**config.mk**
```make
export PLATFORM = sky130hd
export DESIGN_NAME = bacnet_npci_address_extract_unit
export DESIGN_NICKNAME = d
export VERILOG_FILES = /design/src/design/bnpci_pkg.sv /design/src/design/bacnet_npci_address_extract_unit.sv /design/src/design/bnpci_in_reg.sv /design/src/design/bnpci_parser.sv /design/src/design/bnpci_out_reg.sv
export SDC_FILE = /design/constraint.sdc
export NUM_CORES = 1
export LEC_CHECK = 0
export BUFFER_PORTS_ARGS = -buffer_cell sky130_fd_sc_hd__buf_4
export CORE_UTILIZATION = 59
export DETAILED_ROUTE_END_ITERATION = 16
export GPL_ROUTABILITY_DRIVEN = 0
export GPL_TIMING_DRIVEN = 0
export PLACE_DENSITY = 0.85
export SETUP_SLACK_MARGIN = 0.4
export SYNTH_ARGS = -nofsm -noshare
export SYNTH_HDL_FRONTEND = slang
export SYNTH_SLANG_ARGS = --single-unit
```
**constraint.sdc**
```tcl
create_clock -name aclk -period 10.49 [get_ports aclk]
set_input_delay 2.098 -clock aclk [delete_from_list [all_inputs] [get_ports aclk]]
set_output_delay 2.098 -clock aclk [all_outputs]
set_load 0.05 [all_outputs]
```
**src/design/bnpci_pkg.sv**
```systemverilog
// ----------------------------------------------------------------------------
// bnpci_pkg
// Shared types and constants for the BACnet NPCI address extract unit.
// ----------------------------------------------------------------------------
package bnpci_pkg;

    // Default sizing
    localparam int DEF_MAX_FRAME_LEN = 2048;
    localparam int DEF_ADDR_OCTETS   = 8;

    // Port widths
    localparam int LINK_W   = 3;
    localparam int BYTE_W   = 8;
    localparam int OFFSET_W = 12;
    localparam int NET_W    = 16;
    localparam int LEN_W    = 8;
    localparam int MAC_W    = 64;
    localparam int M_DATA_W = 200;
    localparam int START_W  = 5;

    // Link type codes
    localparam logic [LINK_W-1:0] LINK_IP     = 3'd0;
    localparam logic [LINK_W-1:0] LINK_ETH    = 3'd1;
    localparam logic [LINK_W-1:0] LINK_ARCNET = 3'd2;
    localparam logic [LINK_W-1:0] LINK_MSTP   = 3'd3;
    localparam logic [LINK_W-1:0] LINK_NO_PDU = 3'd4;

    // NPDU start offsets per link framing
    localparam logic [START_W-1:0] START_ETH     = 5'd17;
    localparam logic [START_W-1:0] START_ARCNET  = 5'd6;
    localparam logic [START_W-1:0] START_MSTP    = 5'd2;
    localparam logic [START_W-1:0] START_BVLC    = 5'd10;
    localparam logic [START_W-1:0] START_FWD     = 5'd16;
    localparam logic [START_W-1:0] START_DEFAULT = 5'd0;

    // BVLC header
    localparam logic [BYTE_W-1:0] BVLC_MARKER   = 8'h81;
    localparam logic [BYTE_W-1:0] BVLC_FWD_NPDU = 8'h04;
    localparam logic [BYTE_W-1:0] BVLC_FUNC_09  = 8'h09;
    localparam logic [BYTE_W-1:0] BVLC_FUNC_0A  = 8'h0A;
    localparam logic [BYTE_W-1:0] BVLC_FUNC_0B  = 8'h0B;
    localparam int BVLC_MARKER_POS = 6;
    localparam int BVLC_FUNC_POS   = 7;
    localparam int IP_MIN_LEN      = 10;

    // NPCI control bits
    localparam int CTRL_DNET_BIT = 5;
    localparam int CTRL_SNET_BIT = 3;

    // One input item
    typedef struct packed {
        logic [LINK_W-1:0] link_type;
        logic [BYTE_W-1:0] data_byte;
        logic              last_byte;
    } in_item_t;

    // One summary result
    typedef struct packed {
        logic                npdu_found;
        logic [OFFSET_W-1:0] npdu_offset;
        logic                has_dnet;
        logic [NET_W-1:0]    dnet;
        logic [LEN_W-1:0]    dadr_len;
        logic [MAC_W-1:0]    dadr;
        logic                has_snet;
        logic [NET_W-1:0]    snet;
        logic [LEN_W-1:0]    sadr_len;
        logic [MAC_W-1:0]    sadr;
        logic                truncated;
        logic                addr_overflow;
    } npci_result_t;

endpackage

```
**src/design/bacnet_npci_address_extract_unit.sv**
```systemverilog
// ----------------------------------------------------------------------------
// bacnet_npci_address_extract_unit
// Parses a captured BACnet frame one octet per item and returns one summary
// of the NPDU start and the NPCI destination and source addresses.
// ----------------------------------------------------------------------------
//  Channel | Direction | Item
//  s_      | in        | one frame octet, link type on the first, tlast on the end
//  m_      | out       | one summary per frame, sent after the last octet
//
//  Octets move through an input register, the parser and a result register:
//  one item per cycle while no held summary stalls a frame's last octet;
//  m_tvalid rises once the summary of the last octet is in the result register.
//  Reset (aresetn low at a clock edge) empties both registers and puts the
//  parser back to waiting for the first octet of a frame.
//  A stall on m_ holds the summary; the parser keeps taking octets and only
//  waits when the next frame's last octet arrives while the summary is held.
// ----------------------------------------------------------------------------
module bacnet_npci_address_extract_unit #(
    parameter int MAX_FRAME_LEN = bnpci_pkg::DEF_MAX_FRAME_LEN,
    parameter int ADDR_OCTETS   = bnpci_pkg::DEF_ADDR_OCTETS
) (
    input  logic                           aclk,
    input  logic                           aresetn,
    input  logic                           s_tvalid,
    output logic                           s_tready,
    input  logic [bnpci_pkg::BYTE_W-1:0]   s_tdata,   // [7:0] data_byte
    input  logic [bnpci_pkg::LINK_W-1:0]   s_tuser,   // [2:0] link_type
    input  logic                           s_tlast,   // last_byte
    output logic                           m_tvalid,
    input  logic                           m_tready,
    // [0] npdu_found, [12:1] npdu_offset, [13] has_dnet, [29:14] dnet,
    // [37:30] dadr_len, [101:38] dadr, [102] has_snet, [118:103] snet,
    // [126:119] sadr_len, [190:127] sadr, [191] truncated,
    // [192] addr_overflow, [199:193] zero
    output logic [bnpci_pkg::M_DATA_W-1:0] m_tdata
);
    import bnpci_pkg::*;

    logic         item_valid;
    in_item_t     item;
    logic         item_take;
    logic         res_ready;
    logic         res_load;
    npci_result_t res;

    bnpci_in_reg u_in_reg (
        .aclk       (aclk),
        .aresetn    (aresetn),
        .s_tvalid   (s_tvalid),
        .s_tready   (s_tready),
        .s_tdata    (s_tdata),
        .s_tuser    (s_tuser),
        .s_tlast    (s_tlast),
        .item_valid (item_valid),
        .item       (item),
        .item_take  (item_take)
    );

    bnpci_parser #(
        .MAX_FRAME_LEN (MAX_FRAME_LEN),
        .ADDR_OCTETS   (ADDR_OCTETS)
    ) u_parser (
        .aclk       (aclk),
        .aresetn    (aresetn),
        .item_valid (item_valid),
        .item       (item),
        .item_take  (item_take),
        .res_ready  (res_ready),
        .res_load   (res_load),
        .res        (res)
    );

    bnpci_out_reg u_out_reg (
        .aclk      (aclk),
        .aresetn   (aresetn),
        .res_load  (res_load),
        .res       (res),
        .res_ready (res_ready),
        .m_tvalid  (m_tvalid),
        .m_tready  (m_tready),
        .m_tdata   (m_tdata)
    );

endmodule

```
**src/design/bnpci_in_reg.sv**
```systemverilog
// ----------------------------------------------------------------------------
// bnpci_in_reg
// Input register: captures one frame octet item from the slave stream.
// ----------------------------------------------------------------------------
module bnpci_in_reg (
    input  logic                           aclk,
    input  logic                           aresetn,
    input  logic                           s_tvalid,
    output logic                           s_tready,
    input  logic [bnpci_pkg::BYTE_W-1:0]   s_tdata,   // [7:0] data_byte
    input  logic [bnpci_pkg::LINK_W-1:0]   s_tuser,   // [2:0] link_type
    input  logic                           s_tlast,   // last_byte
    output logic                           item_valid,
    output bnpci_pkg::in_item_t            item,
    input  logic                           item_take
);
    import bnpci_pkg::*;

    logic     valid_reg;
    in_item_t item_reg;

    // Accept when empty or when the held item moves on this cycle
    assign s_tready = !valid_reg || item_take;

    // Hold valid flag
    always_ff @(posedge aclk) begin
        if (!aresetn) begin
            valid_reg <= 1'b0;
        end else if (s_tready) begin
            valid_reg <= s_tvalid;
        end
    end

    // Capture payload
    always_ff @(posedge aclk) begin
        if (s_tvalid && s_tready) begin
            item_reg.link_type <= s_tuser;
            item_reg.data_byte <= s_tdata;
            item_reg.last_byte <= s_tlast;
        end
    end

    assign item_valid = valid_reg;
    assign item       = item_reg;

endmodule

```
**src/design/bnpci_parser.sv**
```systemverilog
// ----------------------------------------------------------------------------
// bnpci_parser
// Per-octet header parser: tracks position, finds the NPDU start, captures
// the NPCI address fields and forms the summary on the last octet.
// ----------------------------------------------------------------------------
module bnpci_parser #(
    parameter int MAX_FRAME_LEN = bnpci_pkg::DEF_MAX_FRAME_LEN,
    parameter int ADDR_OCTETS   = bnpci_pkg::DEF_ADDR_OCTETS
) (
    input  logic                    aclk,
    input  logic                    aresetn,
    input  logic                    item_valid,
    input  bnpci_pkg::in_item_t     item,
    output logic                    item_take,
    input  logic                    res_ready,
    output logic                    res_load,
    output bnpci_pkg::npci_result_t res
);
    import bnpci_pkg::*;

    localparam int PW = $clog2(MAX_FRAME_LEN + 1);
    localparam int CW = ((PW > OFFSET_W) ? PW : OFFSET_W) + 1;

    typedef enum logic [1:0] {
        PH_IDLE,
        PH_WAIT,
        PH_RUN,
        PH_NONE
    } phase_t;

    phase_t              phase_reg, phase_next;
    logic [PW-1:0]       pos_reg, pos_next;
    logic [LINK_W-1:0]   link_reg, link_next;
    logic [START_W-1:0]  start_reg, start_next;
    logic [BYTE_W-1:0]   ctrl_reg, ctrl_next;
    logic [NET_W-1:0]    dnet_reg, dnet_next;
    logic [LEN_W-1:0]    dlen_reg, dlen_next;
    logic [MAC_W-1:0]    dmac_reg, dmac_next;
    logic [NET_W-1:0]    snet_reg, snet_next;
    logic [LEN_W-1:0]    slen_reg, slen_next;
    logic [MAC_W-1:0]    smac_reg, smac_next;

    // Current frame state, with the first octet opening a fresh frame
    phase_t              phase_c;
    logic [PW-1:0]       pos_c;
    logic [START_W-1:0]  start_c;
    logic [BYTE_W-1:0]   ctrl_c;
    logic [NET_W-1:0]    dnet_c;
    logic [LEN_W-1:0]    dlen_c;
    logic [MAC_W-1:0]    dmac_c;
    logic [NET_W-1:0]    snet_c;
    logic [LEN_W-1:0]    slen_c;
    logic [MAC_W-1:0]    smac_c;

    logic [CW-1:0]       rel;
    logic [CW-1:0]       sbase;
    logic [CW-1:0]       r_src;
    logic [CW-1:0]       frame_len;
    logic [CW-1:0]       avail;
    logic [CW-1:0]       sbase_f;
    logic                found;
    logic                hd;
    logic                hs;
    logic [BYTE_W-1:0]   b;

    // Advance unless a result is due and the output register is full and not being taken
    assign item_take = item_valid && (!item.last_byte || res_ready);
    assign res_load  = item_take && item.last_byte;
    assign b         = item.data_byte;

    // Open frame on first octet
    always_comb begin
        if (phase_reg == PH_IDLE) begin
            link_next = item.link_type;
            pos_c     = '0;
            ctrl_c    = '0;
            dnet_c    = '0;
            dlen_c    = '0;
            dmac_c    = '0;
            snet_c    = '0;
            slen_c    = '0;
            smac_c    = '0;
            unique case (item.link_type)
                LINK_IP: begin
                    start_c = START_DEFAULT;
                    phase_c = PH_WAIT;
                end
                LINK_ETH: begin
                    start_c = START_ETH;
                    phase_c = PH_RUN;
                end
                LINK_ARCNET: begin
                    start_c = START_ARCNET;
                    phase_c = PH_RUN;
                end
                LINK_MSTP: begin
                    start_c = START_MSTP;
                    phase_c = PH_RUN;
                end
                LINK_NO_PDU: begin
                    start_c = START_DEFAULT;
                    phase_c = PH_NONE;
                end
                default: begin
                    start_c = START_DEFAULT;
                    phase_c = PH_RUN;
                end
            endcase
        end else begin
            link_next = link_reg;
            pos_c     = pos_reg;
            start_c   = start_reg;
            phase_c   = phase_reg;
            ctrl_c    = ctrl_reg;
            dnet_c    = dnet_reg;
            dlen_c    = dlen_reg;
            dmac_c    = dmac_reg;
            snet_c    = snet_reg;
            slen_c    = slen_reg;
            smac_c    = smac_reg;
        end
    end

    // Take one octet
    always_comb begin
        phase_next = phase_c;
        pos_next   = pos_c;
        start_next = start_c;
        ctrl_next  = ctrl_c;
        dnet_next  = dnet_c;
        dlen_next  = dlen_c;
        dmac_next  = dmac_c;
        snet_next  = snet_c;
        slen_next  = slen_c;
        smac_next  = smac_c;
        rel        = CW'(pos_c) - CW'(start_c);
        sbase      = ctrl_c[CTRL_DNET_BIT] ? (CW'(5) + CW'(dlen_c)) : CW'(2);
        r_src      = rel - sbase;

        if (pos_c < PW'(MAX_FRAME_LEN)) begin
            pos_next = pos_c + PW'(1);
            if (phase_c == PH_WAIT) begin
                if (CW'(pos_c) == CW'(BVLC_MARKER_POS)) begin
                    if (b != BVLC_MARKER) begin
                        phase_next = PH_NONE;
                    end
                end else if (CW'(pos_c) == CW'(BVLC_FUNC_POS)) begin
                    if (b == BVLC_FUNC_09 || b == BVLC_FUNC_0A || b == BVLC_FUNC_0B) begin
                        start_next = START_BVLC;
                        phase_next = PH_RUN;
                    end else if (b == BVLC_FWD_NPDU) begin
                        start_next = START_FWD;
                        phase_next = PH_RUN;
                    end else begin
                        phase_next = PH_NONE;
                    end
                end
            end else if (phase_c == PH_RUN && CW'(pos_c) >= CW'(start_c)) begin
                if (rel == CW'(1)) begin
                    ctrl_next = b;
                end else if (rel >= CW'(2)) begin
                    // Destination net, length and MAC
                    if (ctrl_c[CTRL_DNET_BIT]) begin
                        if (rel == CW'(2)) begin
                            dnet_next = {b, 8'h00};
                        end else if (rel == CW'(3)) begin
                            dnet_next = dnet_c | {8'h00, b};
                        end else if (rel == CW'(4)) begin
                            dlen_next = b;
                        end else if (rel < sbase && (rel - CW'(5)) < CW'(ADDR_OCTETS)) begin
                            dmac_next = {dmac_c[MAC_W-BYTE_W-1:0], b};
                        end
                    end
                    // Source net, length and MAC
                    if (ctrl_c[CTRL_SNET_BIT] && rel >= sbase) begin
                        if (r_src == CW'(0)) begin
                            snet_next = {b, 8'h00};
                        end else if (r_src == CW'(1)) begin
                            snet_next = snet_c | {8'h00, b};
                        end else if (r_src == CW'(2)) begin
                            slen_next = b;
                        end else if (r_src < (CW'(3) + CW'(slen_c))
                                     && (r_src - CW'(3)) < CW'(ADDR_OCTETS)) begin
                            smac_next = {smac_c[MAC_W-BYTE_W-1:0], b};
                        end
                    end
                end
            end
        end
    end

    // Form the summary from the updated frame state
    always_comb begin
        frame_len = CW'(pos_next);
        found     = (phase_next == PH_RUN) && (CW'(start_next) < frame_len)
                    && !(link_next == LINK_IP && frame_len <= CW'(IP_MIN_LEN));
        avail     = frame_len - CW'(start_next);
        hd        = ctrl_next[CTRL_DNET_BIT];
        hs        = ctrl_next[CTRL_SNET_BIT];
        sbase_f   = hd ? (CW'(5) + CW'(dlen_next)) : CW'(2);
        res       = '0;
        if (!found) begin
            res.npdu_offset = frame_len[OFFSET_W-1:0];
        end else begin
            res.npdu_found  = 1'b1;
            res.npdu_offset = OFFSET_W'(start_next);
            if (avail >= CW'(2)) begin
                if (hd) begin
                    res.has_dnet = 1'b1;
                    res.dnet     = dnet_next;
                    res.dadr_len = dlen_next;
                    res.dadr     = dmac_next;
                    if (avail < sbase_f) begin
                        res.truncated = 1'b1;
                    end
                    if (dlen_next > LEN_W'(ADDR_OCTETS)) begin
                        res.addr_overflow = 1'b1;
                    end
                end
                if (hs) begin
                    res.has_snet = 1'b1;
                    res.snet     = snet_next;
                    res.sadr_len = slen_next;
                    res.sadr     = smac_next;
                    if (avail < (sbase_f + CW'(3) + CW'(slen_next))) begin
                        res.truncated = 1'b1;
                    end
                    if (slen_next > LEN_W'(ADDR_OCTETS)) begin
                        res.addr_overflow = 1'b1;
                    end
                end
            end
        end
    end

    // Hold parse phase; return to idle after the last octet
    always_ff @(posedge aclk) begin
        if (!aresetn) begin
            phase_reg <= PH_IDLE;
        end else if (item_take) begin
            phase_reg <= item.last_byte ? PH_IDLE : phase_next;
        end
    end

    // Hold frame fields
    always_ff @(posedge aclk) begin
        if (item_take) begin
            pos_reg   <= pos_next;
            link_reg  <= link_next;
            start_reg <= start_next;
            ctrl_reg  <= ctrl_next;
            dnet_reg  <= dnet_next;
            dlen_reg  <= dlen_next;
            dmac_reg  <= dmac_next;
            snet_reg  <= snet_next;
            slen_reg  <= slen_next;
            smac_reg  <= smac_next;
        end
    end

endmodule

```
**src/design/bnpci_out_reg.sv**
```systemverilog
// ----------------------------------------------------------------------------
// bnpci_out_reg
// Result register: holds one summary item for the master stream.
// ----------------------------------------------------------------------------
module bnpci_out_reg (
    input  logic                           aclk,
    input  logic                           aresetn,
    input  logic                           res_load,
    input  bnpci_pkg::npci_result_t        res,
    output logic                           res_ready,
    output logic                           m_tvalid,
    input  logic                           m_tready,
    output logic [bnpci_pkg::M_DATA_W-1:0] m_tdata
);
    import bnpci_pkg::*;

    logic                valid_reg;
    logic [M_DATA_W-1:0] data_reg;

    assign res_ready = !valid_reg || m_tready;

    // Hold valid until taken
    always_ff @(posedge aclk) begin
        if (!aresetn) begin
            valid_reg <= 1'b0;
        end else if (res_load) begin
            valid_reg <= 1'b1;
        end else if (m_tready) begin
            valid_reg <= 1'b0;
        end
    end

    // Pack result, first field lowest
    always_ff @(posedge aclk) begin
        if (res_load) begin
            data_reg <= {7'd0, res.addr_overflow, res.truncated, res.sadr, res.sadr_len,
                         res.snet, res.has_snet, res.dadr, res.dadr_len, res.dnet,
                         res.has_dnet, res.npdu_offset, res.npdu_found};
        end
    end

    assign m_tvalid = valid_reg;
    assign m_tdata  = data_reg;

endmodule
```
After elaboration in Yosys (flattened, before gate mapping). Cells that the tools add are included.

Register bits after elaboration: 413. Word-level logic and storage cells: 195.

Equality and inequality tests: 20. Bitwise logic cells: 2. Magnitude comparators: 15. Multiplexer cells: 99. Reductions and logical operators: 27. Add/sub/neg operators: 11.

Operator list (count): two-way mux 64 bit (22); two-way mux 16 bit (18); two-way mux 8 bit (25); two-way mux 91 bit (1); two-way mux 89 bit (1); less-than comparator 13 bit (4); two-way mux 5 bit (8); equality test 13 x 2 -> 1 bit, second input constant (3); OR 16 x 8 -> 16 bit (2); equality test 13 x 1 -> 1 bit, second input constant (2); >= comparator 13 x 2 -> 1 bit, second input constant (2); less-than comparator 13 x 4 -> 1 bit, second input constant (2); two-way mux 13 bit (2); subtractor 12 x 5 -> 13 bit (2); equality test 12 x 3 -> 1 bit, second input constant (2); equality test 8 x 4 -> 1 bit, second input constant (3); two-way mux 12 bit (2); adder 3 x 8 -> 9 bit, first input constant (2); two-way mux 2 bit (9); greater-than comparator 8 x 4 -> 1 bit, second input constant (2); one-hot mux 5 bit (3 select lines) (1); adder 13 x 2 -> 13 bit, second input constant (1); adder 13 x 8 -> 13 bit (1); equality test 13 x 3 -> 1 bit, second input constant (1); 29 further kinds (56).

Longest topological paths before layout. Gate-level depths: netlist (run 1).

Depth in word-level cells: 21. Gate-level depth with buffers: 43. Mapped depth without buffers: 37.

Cells and area by module. Synthesis (run 1) repeated with hierarchy kept, for this count alone.

Cell total of the unflattened synthesis: 1801. Area total of the unflattened synthesis: 20622.3 µm².

Modules (own cells, without submodules): bnpci_parser (times used 1, area each 14303.7 µm², seq. area each 5985.7 µm², cells each 1579); bnpci_out_reg (times used 1, area each 5900.7 µm², seq. area each 5815.6 µm², cells each 205); bnpci_in_reg (times used 1, area each 417.9 µm², seq. area each 380.4 µm², cells each 17).

Least setup slack after synthesis (run 1). Ideal clock, no wire load.

Kind: register to register. From: reg u_parser.phase_reg[0]. To: reg u_out_reg.data_reg[191] (netlist: u_out_reg.m_tdata[191]) (data pin). Required time: 10344 ps. Stages on the path, launching flop included: 38. Path buffers: 8. Arrival: 8518 ps. Clock period less this slack: 8664 ps. Setup slack: 1826 ps. Cell sequence: dfxtp_1 -> or2_1 -> clkbuf_1 -> clkbuf_1 -> clkbuf_1 -> clkbuf_1 -> clkbuf_1 -> buf_1 -> buf_1 -> and2_1 -> ha_1 -> and3_1 -> o21ai_2 -> a21oi_1 -> or2_2 -> ha_1 -> or4_1 -> nor3_1 -> [... 2 more ...] -> a2111oi_0 -> and3_1 -> buf_1 -> a21oi_1 -> ha_1 -> inv_1 -> ha_1 -> fa_1 -> inv_1 -> ha_1 -> a21o_1 -> a21o_1 -> a21o_1 -> a21o_1 -> a21o_1 -> a211oi_1 -> o211ai_1 -> a21oi_1.

Longest elaborated chain between the ends: 20. Elaborated cells between the ends (all ways): 85.

RTL lines: start, declared (RTL line bnpci_parser.sv:31) `phase_t phase_reg, phase_next;`; start signal, assigned (RTL line bnpci_parser.sv:241) `phase_reg <= item.last_byte ? PH_IDLE : phase_next;`; logical NOT 2 bit (RTL line bnpci_parser.sv:73) `if (phase_reg == PH_IDLE) begin`; two-way mux 12 bit / two-way mux 5 bit (equally long branches) (RTL line bnpci_parser.sv:73); subtractor 12 x 5 -> 13 bit (RTL line bnpci_parser.sv:136) `rel = CW'(pos_c) - CW'(start_c);`; equality test 13 x 3 -> 1 bit (RTL line bnpci_parser.sv:168) `end else if (rel == CW'(4)) begin`; two-way mux 8 bit (RTL line bnpci_parser.sv:168); two-way mux 8 bit (RTL line bnpci_parser.sv:166) `end else if (rel == CW'(3)) begin`; two-way mux 8 bit (RTL line bnpci_parser.sv:164) `if (rel == CW'(2)) begin`; two-way mux 8 bit (RTL line bnpci_parser.sv:163) `if (ctrl_c[CTRL_DNET_BIT]) begin`; [... 4 more ...]; two-way mux 8 bit (RTL line bnpci_parser.sv:140) `if (pos_c < PW'(MAX_FRAME_LEN)) begin`; adder 3 x 8 -> 9 bit (RTL line bnpci_parser.sv:200) `sbase_f = hd ? (CW'(5) + CW'(dlen_next)) : CW'(2);`; two-way mux 13 bit (RTL line bnpci_parser.sv:200); adder 13 x 2 -> 13 bit / less-than comparator 13 bit (equally long branches) (RTL line bnpci_parser.sv:225, bnpci_parser.sv:213); adder 13 x 8 -> 13 bit / two-way mux 1 bit (equally long branches) (RTL line bnpci_parser.sv:225, bnpci_parser.sv:213); less-than comparator 13 bit / two-way mux 2 bit (equally long branches) (RTL line bnpci_parser.sv:225, bnpci_parser.sv:208); two-way mux 1 bit (RTL line bnpci_parser.sv:225) `if (avail < (sbase_f + CW'(3) + CW'(slen_next))) begin`; two-way mux 91 bit (RTL line bnpci_parser.sv:220) `if (hs) begin`; end signal, assigned (RTL line bnpci_out_reg.sv:36) `data_reg <= {7'd0, res.addr_overflow, res.truncated, res.sadr, res.sadr_len,`; end, declared (RTL line bnpci_out_reg.sv:18) `logic [M_DATA_W-1:0] data_reg;`.

Parallel ways exist; a longest one is shown, timed or not. A chain may end at the register's enable or synchronous reset.

Final worst setup path (run 1).
From: reg u_parser.phase_reg[0]. To: reg u_out_reg.data_reg[191] (netlist: u_out_reg.m_tdata[191]) (data pin).

Elaborated cells between the ends (all ways): 85.

RTL lines: logical NOT 2 bit (RTL line bnpci_parser.sv:73); two-way mux 8 bit (RTL line bnpci_parser.sv:73); adder 3 x 8 -> 9 bit (RTL line bnpci_parser.sv:137) `sbase = ctrl_c[CTRL_DNET_BIT] ? (CW'(5) + CW'(dlen_c)) : CW'(2);`; two-way mux 13 bit (RTL line bnpci_parser.sv:137); subtractor 13 bit (RTL line bnpci_parser.sv:138) `r_src = rel - sbase;`; equality test 13 x 2 -> 1 bit (RTL line bnpci_parser.sv:180) `end else if (r_src == CW'(2)) begin`; two-way mux 8 bit (RTL line bnpci_parser.sv:180); two-way mux 8 bit (RTL line bnpci_parser.sv:178) `end else if (r_src == CW'(1)) begin`; [... 4 more ...]; two-way mux 8 bit (RTL line bnpci_parser.sv:158) `end else if (phase_c == PH_RUN && CW'(pos_c) >= CW'(start_c)) begin`; two-way mux 8 bit (RTL line bnpci_parser.sv:142) `if (phase_c == PH_WAIT) begin`; two-way mux 8 bit (*) (RTL line bnpci_parser.sv:140); via u_parser.slen_next[2] (RTL line bnpci_parser.sv:40) `logic [LEN_W-1:0] slen_reg, slen_next;`; adder 13 x 8 -> 13 bit (*) (RTL line bnpci_parser.sv:225); less-than comparator 13 bit (*) (RTL line bnpci_parser.sv:225); two-way mux 1 bit (*) (RTL line bnpci_parser.sv:225); two-way mux 91 bit (*) (RTL line bnpci_parser.sv:220).

Mark *: on every way through the listed nets, which the timed path passes. The rest lies on a longest branch.

==> results.txt, run 1 <==
The run finished with clean final reports. The net count of the finished layout is 2,028. Tracing the worst setup path back leads to its startpoint at u_parser.phase_reg[0].

Synthesis handed over a netlist of 1,680 instances. Yosys attributes the largest share of cell area to sky130_fd_sc_hd__edfxtp_1 60%, sky130_fd_sc_hd__mux2i_1 5.2%, sky130_fd_sc_hd__nor2_1 4.6%. The worst-skew pair later-pin latency was 560 ps. CTS root buffer: sky130_fd_sc_hd__clkbuf_16. The number of clock buffers added by TritonCTS is 41. The post-route antenna net violation count is 0. The die area was 0.03500 mm2. Category of the worst setup path capture point: a register. The startpoint of the lowest-slack register-to-register path was u_parser.phase_reg[0]. For the required arrival time at the worst endpoint, the log shows 10,910 ps. Power spread over the standard cell area amounts to 166.1 mW/mm2. The run gives 0 as the total congestion overflow.

On the worst path, the slowest cell contributes a delay of 690 ps. The violation count after the first detailed-route iteration was 1,907; the area used by sequential logic in the layout was 0.01218 mm2. After synthesis the cells add up to 0.02021 mm2.

Clock skew on the completed layout was measured at 39.85 ps. For this configuration, the core starts out at a cell density of 60.13%. After detailed placement, the design holds a cell count of 2,347.

Setup violations remaining at the end of the flow were counted as 0. Area added between synthesis and finish: 17.96%. The cell with the biggest individual delay on the critical path is sky130_fd_sc_hd__or4b_2. Vias per cell: 6.327.

Setup repair after global routing left no endpoint under its margin. For the pin with the worst max-slew slack, the measured transition is 1182 ps. The worst ir drop on vdd is 0.1290 mV, and the overall via count from detail_route is 15.32k. Sorting the synthesized cells by how often they occur yields 403 x sky130_fd_sc_hd__edfxtp_1, 247 x sky130_fd_sc_hd__nor2_1, 104 x sky130_fd_sc_hd__mux2i_1, 87 x sky130_fd_sc_hd__nand2_1, 70 x sky130_fd_sc_hd__and2_1. For this run, the leading register cell type out of synthesis is sky130_fd_sc_hd__edfxtp_1. The worst setup path is launched from a register. The worst path uses 93.46% of the clock period. The register with the most flip-flops in the layout has 193 of them. The logs give 2,422 for the final cell count without fillers and 53,430 um for the routed wire length. Entering global routing, the biggest net connects 112 pins. In the routed design, unresolved DRC markers number 0. Port buffering added 210 buffers.

For the placed wire-length estimate after detailed placement, the log shows 37,760 um. The H-tree generated during clock tree synthesis spans 2 levels. The share of synthesized flip-flops with an asynchronous set or reset works out to 0%. The logs give 60.27% for the proportion of synthesized chip area in sequential cells and 0 for the final count of pins violating max slew. The maximum fanout along the worst path is 10, and the total of warnings raised by yosys is 0.

The number of flops mapped to enable cells by yosys is 403, and the floorplan die height is 187.1 um. The tools report the number of endpoints with negative hold slack in the final report as 0. For the buffers inserted during post-CTS setup optimization, the log shows 0. The top cell type by area accounts for 59.87% of the synthesized area. The final period demand of the worst path was 9804 ps. For the worst setup path, the data arrival time is 10,220 ps. In the final layout, the multi-input gates occupy 0.007420 mm2.

In this run the static leakage power is 9.516 nW. The run gives 0 as the initial antenna violation count. The type of the worst setup path is reg -> reg. The via count of the first global-routing pass is 14.66k. Hold path startpoint: u_parser.link_reg[0]. After filler insertion, the fill cell instance count of the layout stands at 2,202.

The finished cells cover 0.02384 mm2. The post-route netlist has 18.24% of its cells at a drive strength greater than 1. The detailed-route wire length per cell works out to 22.06 um. The max-capacitance violation count is 0. The core box area was 0.03362 mm2. The post-placement cell area was 0.02247 mm2.

Synthesis inferred 407 register bits. The number of cell rows is 67, and the total power consumption of the routed design is 3.960 mW. The tools report the number of diodes as 0. Global routing used 29.95% of the available tracks. The number of sinks on the clock net is 407, and the final worst hold slack is 554.2 ps. In this run the tightest slew margin relative to its limit is 20.82%. The detailed-routing iteration count for the pre-antenna-repair pass is 6.

The tightest min-delay check is of the reg -> reg type. The average footprint of a synthesized cell is 12.03 um2, and the die width is 187.1 um. For this design the top-level I/O count stands at 218. TritonCTS built the clock tree. The cell with the most instances after synthesis was sky130_fd_sc_hd__edfxtp_1.

Clock-pin slew was measured on the worst setup and hold paths at 70 ps. Based on the critical path, the design can be clocked at up to 102.0 MHz. The tools report the number of library cell types mapped by synthesis as 84. sky130_fd_sc_hd__edfxtp_1 takes more of the synthesized area than any other cell. The first global-routing pass estimated 81,200 um of wire. The longest clock path from root to sink contains 3 buffers.
[kinds of logic (layout without fill, tap and decap cells)]
kind of cell               count (synthesis)  in the layout  share of synthesized area [%]
muxes                                    113            113                          5.714
xor gates and xnor gates                  40             40                          1.808
other                                      1              7                        0.01855
adders and majority gates                 70             70                          4.482
buffers and inverters                    160            448                          3.244
and+or+nand+nor                          625            625                          15.08
DFF                                      407            407                          60.27
AOI/OAI and AO/OA                        264            264                          9.385
[worst max-delay path: cells and delay by family, from the launching register on]
kind / cells / cell delay (ps)
AO/OA/AOI/OAI: 15 / 3170
adder cells (fa/ha/maj): 6 / 2120
buffers and inverters: 11 / 2240
flip-flops: 1 / 350
AND/OR/NAND/NOR: 7 / 1780
[power by group]
group / total (mW) / switching [mW] / internal (mW)
Clock: 1.47 / 0.621 / 0.845
Combinational: 0.622 / 0.408 / 0.214
Sequential: 1.87 / 0.0305 / 1.84
[metal layers]
metal / GRT usage (%) / share of wire [%] / up-vias
li1: - / - / 6749
met1: 37.85 / 37 / 7391
met2: 49.53 / 48 / 977
met3: 4.916 / 9.2 / 207
met4: 16.36 / 5.7 / 0
met5: 0 / 0 / -
[placed cells by master, fill, tap and decap left out, types with 20 or more instances in the layout]
master                      instances
sky130_fd_sc_hd__a21o_1            20
sky130_fd_sc_hd__clkbuf_1          64
sky130_fd_sc_hd__nor3_1            64
sky130_fd_sc_hd__clkbuf_16         42
sky130_fd_sc_hd__a21oi_1           50
sky130_fd_sc_hd__nor2_1           247
sky130_fd_sc_hd__a22o_1            35
sky130_fd_sc_hd__mux2i_1          104
sky130_fd_sc_hd__inv_1             64
sky130_fd_sc_hd__and2_1            70
sky130_fd_sc_hd__or2_2             22
sky130_fd_sc_hd__o21ai_0           29
sky130_fd_sc_hd__buf_4            217
sky130_fd_sc_hd__ha_1              66
sky130_fd_sc_hd__nand3_1           21
sky130_fd_sc_hd__xnor2_1           23
sky130_fd_sc_hd__nand2_1           87
sky130_fd_sc_hd__edfxtp_1         403
sky130_fd_sc_hd__o21a_1            20
[metrics by stage]
step / utilization [%] / worst slack [ps] / TNS, ps
floorplan: - / 1826 / 0
global placement: 66.55 / -713.6 / -713.6
detailed placement: 66.83 / -887.4 / -887.4
CTS: 70.86 / 533.2 / 0
global route: 70.92 / 378.1 / 0
finish: 70.92 / 685.9 / 0
[area by class of cell]
| cell class | instances | area share [%] |
|---|---|---|
| buffer | 92 | 1.742 |
| clock buffer | 49 | 4.560 |
| clock inverter | 26 | 1.071 |
| inverter | 68 | 1.102 |
| multi-input combinational | 1119 | 31.12 |
| sequential | 407 | 51.09 |
| tap | 448 | 2.351 |
| timing repair buffer | 213 | 6.959 |
[timing repair]
action | CTS | global route
endpoints found under the setup margin | 1 | 1
cloned | 0 | 0
resized for setup | 10 | 9
hold buffers | 0 | 0
[worst paths after layout]
| check | endpoint | cells past startpoint | slack (ps) |
|---|---|---|---|
| worst max register to register | u_out_reg.m_tdata[191] | 39 | 690 |
| worst min-delay path | u_parser.link_reg[0] | 2 | 550 |
| worst max-delay path | u_out_reg.m_tdata[191] | 39 | 690 |
| worst min register to register | u_parser.link_reg[0] | 2 | 550 |
(Power assumes the default switching activity.)
==> run 2, diff against run 1 <==
CORE_UTILIZATION = 30   (was 59)
PLACE_DENSITY = 0.51   (was 0.85)
SLEW_MARGIN = 20   (was unset)
SYNTH_HIERARCHICAL = 1   (was unset)
==> run 2 against run 1 <==
  * Die area grew 99%
  * Fmax grew 2.6%
  * Clock power grew 13%
  * Via count shrank 1.6%
  * Combinational power grew 44%
  * Global-route usage shrank 13 points
  * Cell area grew 5.8%
  * Count of clock-buffer cells in the layout grew 11
  * Flip-flop and latch count is the same
  * Final cell count grew 23%
  * Largest power group unchanged
  * Highest routed layer unchanged
==> results.txt, run 2 <==
Highest-count cells in the layout ignoring fill and taps: 403 x sky130_fd_sc_hd__edfxtp_1, 226 x sky130_fd_sc_hd__buf_4, 211 x sky130_fd_sc_hd__nor2_1 (was 403 x sky130_fd_sc_hd__edfxtp_1, 247 x sky130_fd_sc_hd__nor2_1, 217 x sky130_fd_sc_hd__buf_4). The logs give 0.02524 mm2 (was 0.02384 mm2) for the final standard cell area without fillers and 17.04% (was 29.95%) for the total routing resource utilization after global routing. The peak clock frequency supported by timing is 104.6 MHz (was 102.0 MHz), and the area added between synthesis and finish is 22.37% (was 17.96%).

The logs give 0.02062 mm2 (was 0.02021 mm2) for the post-synthesis instance area and 600 ps (was 560 ps) for the worst-skew pair later-pin latency. Capturing element of the worst setup path: u_out_reg/m_tdata[191] (was u_out_reg.m_tdata[191]). Worst setup path startpoint: u_parser/phase_reg[0] (was u_parser.phase_reg[0]). The total stage count of the critical path was 40 (was 39). The flow ran to the end, and the final reports show no timing, DRC or antenna violations.

The violation count after the first detailed-route iteration is 1,091 (was 1,907), and the area used by sequential logic in the layout is 0.01218 mm2 (unchanged). Placed wire-length estimate after detailed placement: 44,830 um (was 37,760 um). The total power divided by cell area was 177.8 mW/mm2 (was 166.1 mW/mm2); the layout cell share with drive strength beyond 1 was 18.39% (was 18.24%). The startpoint of the lowest-slack register-to-register path was u_parser/phase_reg[0] (was u_parser.phase_reg[0]). The run gives 0.02358 mm2 (was 0.02247 mm2) as the post-placement cell area.

The count of state elements after synthesis came out at 407 (unchanged). The run gives 1 (was 0) as the initial antenna violation count. The category of the worst setup path capture point is a register (unchanged).

The detailed-route wire length per cell came out at 20.34 um (was 22.06 um). Most numerous cell types in the synthesized netlist: 403 x sky130_fd_sc_hd__edfxtp_1, 212 x sky130_fd_sc_hd__nor2_1, 164 x sky130_fd_sc_hd__nand2_1, 119 x sky130_fd_sc_hd__nor3_1, 95 x sky130_fd_sc_hd__mux2i_1 (was 403 x sky130_fd_sc_hd__edfxtp_1, 247 x sky130_fd_sc_hd__nor2_1, 104 x sky130_fd_sc_hd__mux2i_1, 87 x sky130_fd_sc_hd__nand2_1, 70 x sky130_fd_sc_hd__and2_1). The run gives 2,988 (was 2,422) as the final cell count without fillers.

The most numerous cell type found on the critical path is sky130_fd_sc_hd__buf_2. The class of the tightest hold or removal check was reg -> reg (unchanged). The global-route wire length before repair came out at 91,160 um (was 81,200 um).

The cell with the most instances after synthesis was sky130_fd_sc_hd__edfxtp_1 (unchanged). The largest net degree at the start of global routing is 103 (was 112), and the initial standard-cell utilization of the core is 30.49% (was 60.13%). The tools report the detailed-routing iteration count for the pre-antenna-repair pass as 6 (unchanged).

The worst slew margin relative to its limit was 12.56% (was 20.82%). The logs give 0.06979 mm2 (was 0.03500 mm2) for the die area and 59.07% (was 60.27%) for the proportion of synthesized chip area in sequential cells. The required arrival time at the worst endpoint was 10,920 ps (was 10,910 ps); the max-capacitance violation count was 0 (unchanged).

Largest cells by area after synthesis: sky130_fd_sc_hd__edfxtp_1 59%, sky130_fd_sc_hd__mux2i_1 4.6%, sky130_fd_sc_hd__ha_1 4.0% (was sky130_fd_sc_hd__edfxtp_1 60%, sky130_fd_sc_hd__mux2i_1 5.2%, sky130_fd_sc_hd__nor2_1 4.6%). The leading cell type in the layout, fill and taps excluded was sky130_fd_sc_hd__edfxtp_1 (unchanged). Floorplan die height: 264.2 um (was 187.1 um).

The share of the cycle needed by the critical path after routing is 91.11% (was 93.46%). The number of hold buffers added after cts was 0 (unchanged). The average footprint of a synthesized cell is 11.45 um2 (was 12.03 um2). Arrival time at the worst endpoint: 9990 ps (was 10,220 ps). The run gives 6,613 (was 2,202) as the filler cell count. Most used flip-flop cell after synthesis: sky130_fd_sc_hd__edfxtp_1 (unchanged). The tools report the via count of the first global-routing pass as 14.81k (was 14.66k).

The clock slew at the register clock pins of the worst setup and hold paths was 50 ps (was 70 ps). The worst ir drop on vdd was 0.1094 mV (was 0.1290 mV). The area fraction of the dominant cell type after synthesis came out at 58.68% (was 59.87%).

The share of synthesized flip-flops with an asynchronous set or reset is 0% (unchanged), and the number of buffers created by CTS is 48 (was 41). The vias per cell came out at 5.049 (was 6.327). The worst-case reg-to-reg path depth is 40 (was 39).

The startpoint type of the worst setup path was a register (unchanged). The run gives 6 (was 0) as the total of warnings raised by yosys. The run gives 15.09k (was 15.32k) as the overall via count from detail_route.

The number of cell rows came out at 95 (was 67). The run gives 0.007737 mm2 (was 0.007420 mm2) as the area of combinational cells with multiple inputs. The run gives 0 (unchanged) as the final count of pins violating max slew. The die width came out at 264.2 um (was 187.1 um).

The most area-hungry cell type in the Yosys netlist was sky130_fd_sc_hd__edfxtp_1 (unchanged). The static power due to leakage is 9.654 nW (was 9.516 nW). The longest individual stage delay on the worst path was 540 ps (was 690 ps). The number of diodes is 0 (unchanged), and the core box area is 0.06763 mm2 (was 0.03362 mm2). The count of pins on the block boundary was 218 (unchanged); the clock tree buffer depth was 3 (unchanged). The cell with the biggest individual delay on the critical path was sky130_fd_sc_hd__or4_1 (was sky130_fd_sc_hd__or4b_2).

The final period demand of the worst path is 9557 ps (was 9804 ps). Number of library cell types mapped by synthesis: 90 (was 84). The tools report the number of sinks on the clock net as 407 (unchanged).

The routed wire length came out at 60,770 um (was 53,430 um). The top cell family by delay on the critical path is compound AO/OA/AOI/OAI gates (unchanged). The maximum fanout along the worst path came out at 10 (unchanged). The tools report the setup slack of the most critical reg-to-reg path as 930 ps (was 690 ps). The slew at the pin closest to its max-slew limit is 1293 ps (was 1182 ps). The reg-to-reg critical path endpoint is u_out_reg/m_tdata[191] (was u_out_reg.m_tdata[191]).

The number of flip-flops under the largest register name came out at 193 (unchanged). Number of endpoints failing setup at the final stage: 0 (unchanged). The critical path buffer and inverter count came out at 11 (unchanged).

The number of endpoints with negative hold slack in the final report was 0 (unchanged). The logs give 2 (unchanged) for the H-tree level count and 2,900 (was 2,347) for the total instance count after detailed placement. For the post-detailed-route DRC marker count, the log shows 0 (unchanged). The logs give 0 (unchanged) for the post-route antenna net violation count and 515.4 ps (was 554.2 ps) for the final worst hold slack.

Setup repair after global routing left no endpoint under its margin. The logs give 0 (unchanged) for the total congestion overflow and 1,801 (was 1,680) for the number of standard cells after synthesis. TritonCTS built the clock tree. Final net count: 2,164 (was 2,028).

The run gives 48.18 ps (was 39.85 ps) as the worst clock skew. The number of flops mapped to enable cells by yosys works out to 403 (unchanged). CTS root buffer: sky130_fd_sc_hd__clkbuf_16 (unchanged).

The number of I/O port buffers works out to 210 (unchanged). The type of the worst setup path is reg -> reg (unchanged).
[run 2: logic make-up after synthesis]
family	after synthesis	share of synthesized area, %
mux	104	5.103
xor+xnor	45	1.978
fa+ha+maj	70	4.393
flops	407	59.07
compound gates	281	8.931
buf+inv	185	3.780
simple gates	708	16.73
other cells	1	0.01818
[run 2: layout make-up]
class | instances | area share, %
buffer | 116 | 2.187
clock buffer | 60 | 4.978
clock inverter | 27 | 1.240
inverter | 69 | 1.056
multi-input combinational | 1215 | 30.66
sequential | 407 | 48.27
tap | 873 | 4.328
timing repair buffer | 221 | 7.278
[run 2: power breakdown]
part	total, mW	internal (mW)	switching (mW)
combinational	0.896	0.300	0.597
clock	1.66	0.979	0.685
sequential	1.93	1.88	0.0458
[run 2: routing by layer]
| layer | global-route usage (%) | vias to the layer above | routed length (um) | part of all wire, % |
|---|---|---|---|---|
| met5 | 0 | - | 0 | 0 |
| met4 | 4.745 | 0 | 1302 | 2.1 |
| met3 | 2.582 | 79 | 3586 | 5.9 |
| met2 | 27.60 | 516 | 28610 | 47 |
| met1 | 23.58 | 7361 | 27270 | 45 |
| li1 | - | 7130 | - | - |
[run 2: through the flow]
| step | utilization [%] | power, mW | setup slack, ps | setup TNS [ps] |
|---|---|---|---|---|
| 2_1_floorplan | - | 2.573 | 1219 | 0 |
| 3_3_place_gp | 34.47 | 2.824 | -1124 | -2238 |
| 3_5_place_dp | 34.87 | 2.834 | -1221 | -1221 |
| 4_1_cts | 37.26 | 4.522 | 410.3 | 0 |
| 5_1_grt | 37.31 | 4.686 | 389.3 | 0 |
| 6_report | 37.31 | 4.486 | 933.1 | 0 |
[run 2: worst min path at each step]
stage                                end                 start  depth (start not counted)  slack (ps)
floorplan           u_parser/link_reg[1]  u_parser/link_reg[1]                          2         520
global placement      u_out_reg/m_tvalid    u_out_reg/m_tvalid                          2         500
CTS                  u_in_reg/item_valid   u_in_reg/item_valid                          2         510
finish               u_in_reg/item_valid   u_in_reg/item_valid                          2         520
detailed placement   u_in_reg/item_valid   u_in_reg/item_valid                          2         500
global route          u_out_reg/m_tvalid    u_out_reg/m_tvalid                          2         530
[run 2: what timing repair did]
action,in CTS,in global routing
pin swaps,1,0
cloned,0,0
endpoints found under the setup margin,1,1
buffers inserted,1,0
gates resized for setup,16,21
[run 2: worst register-to-register path, delay by kind of cell (launching register included)]
family	cells	cell delay [ps]
and+or+nand+nor	4	1040
AOI/OAI and AO/OA	16	3350
buffers and inverters	11	2070
adders and majority gates	6	1850
DFF	1	290
xor gates and xnor gates	2	430
muxes	1	370
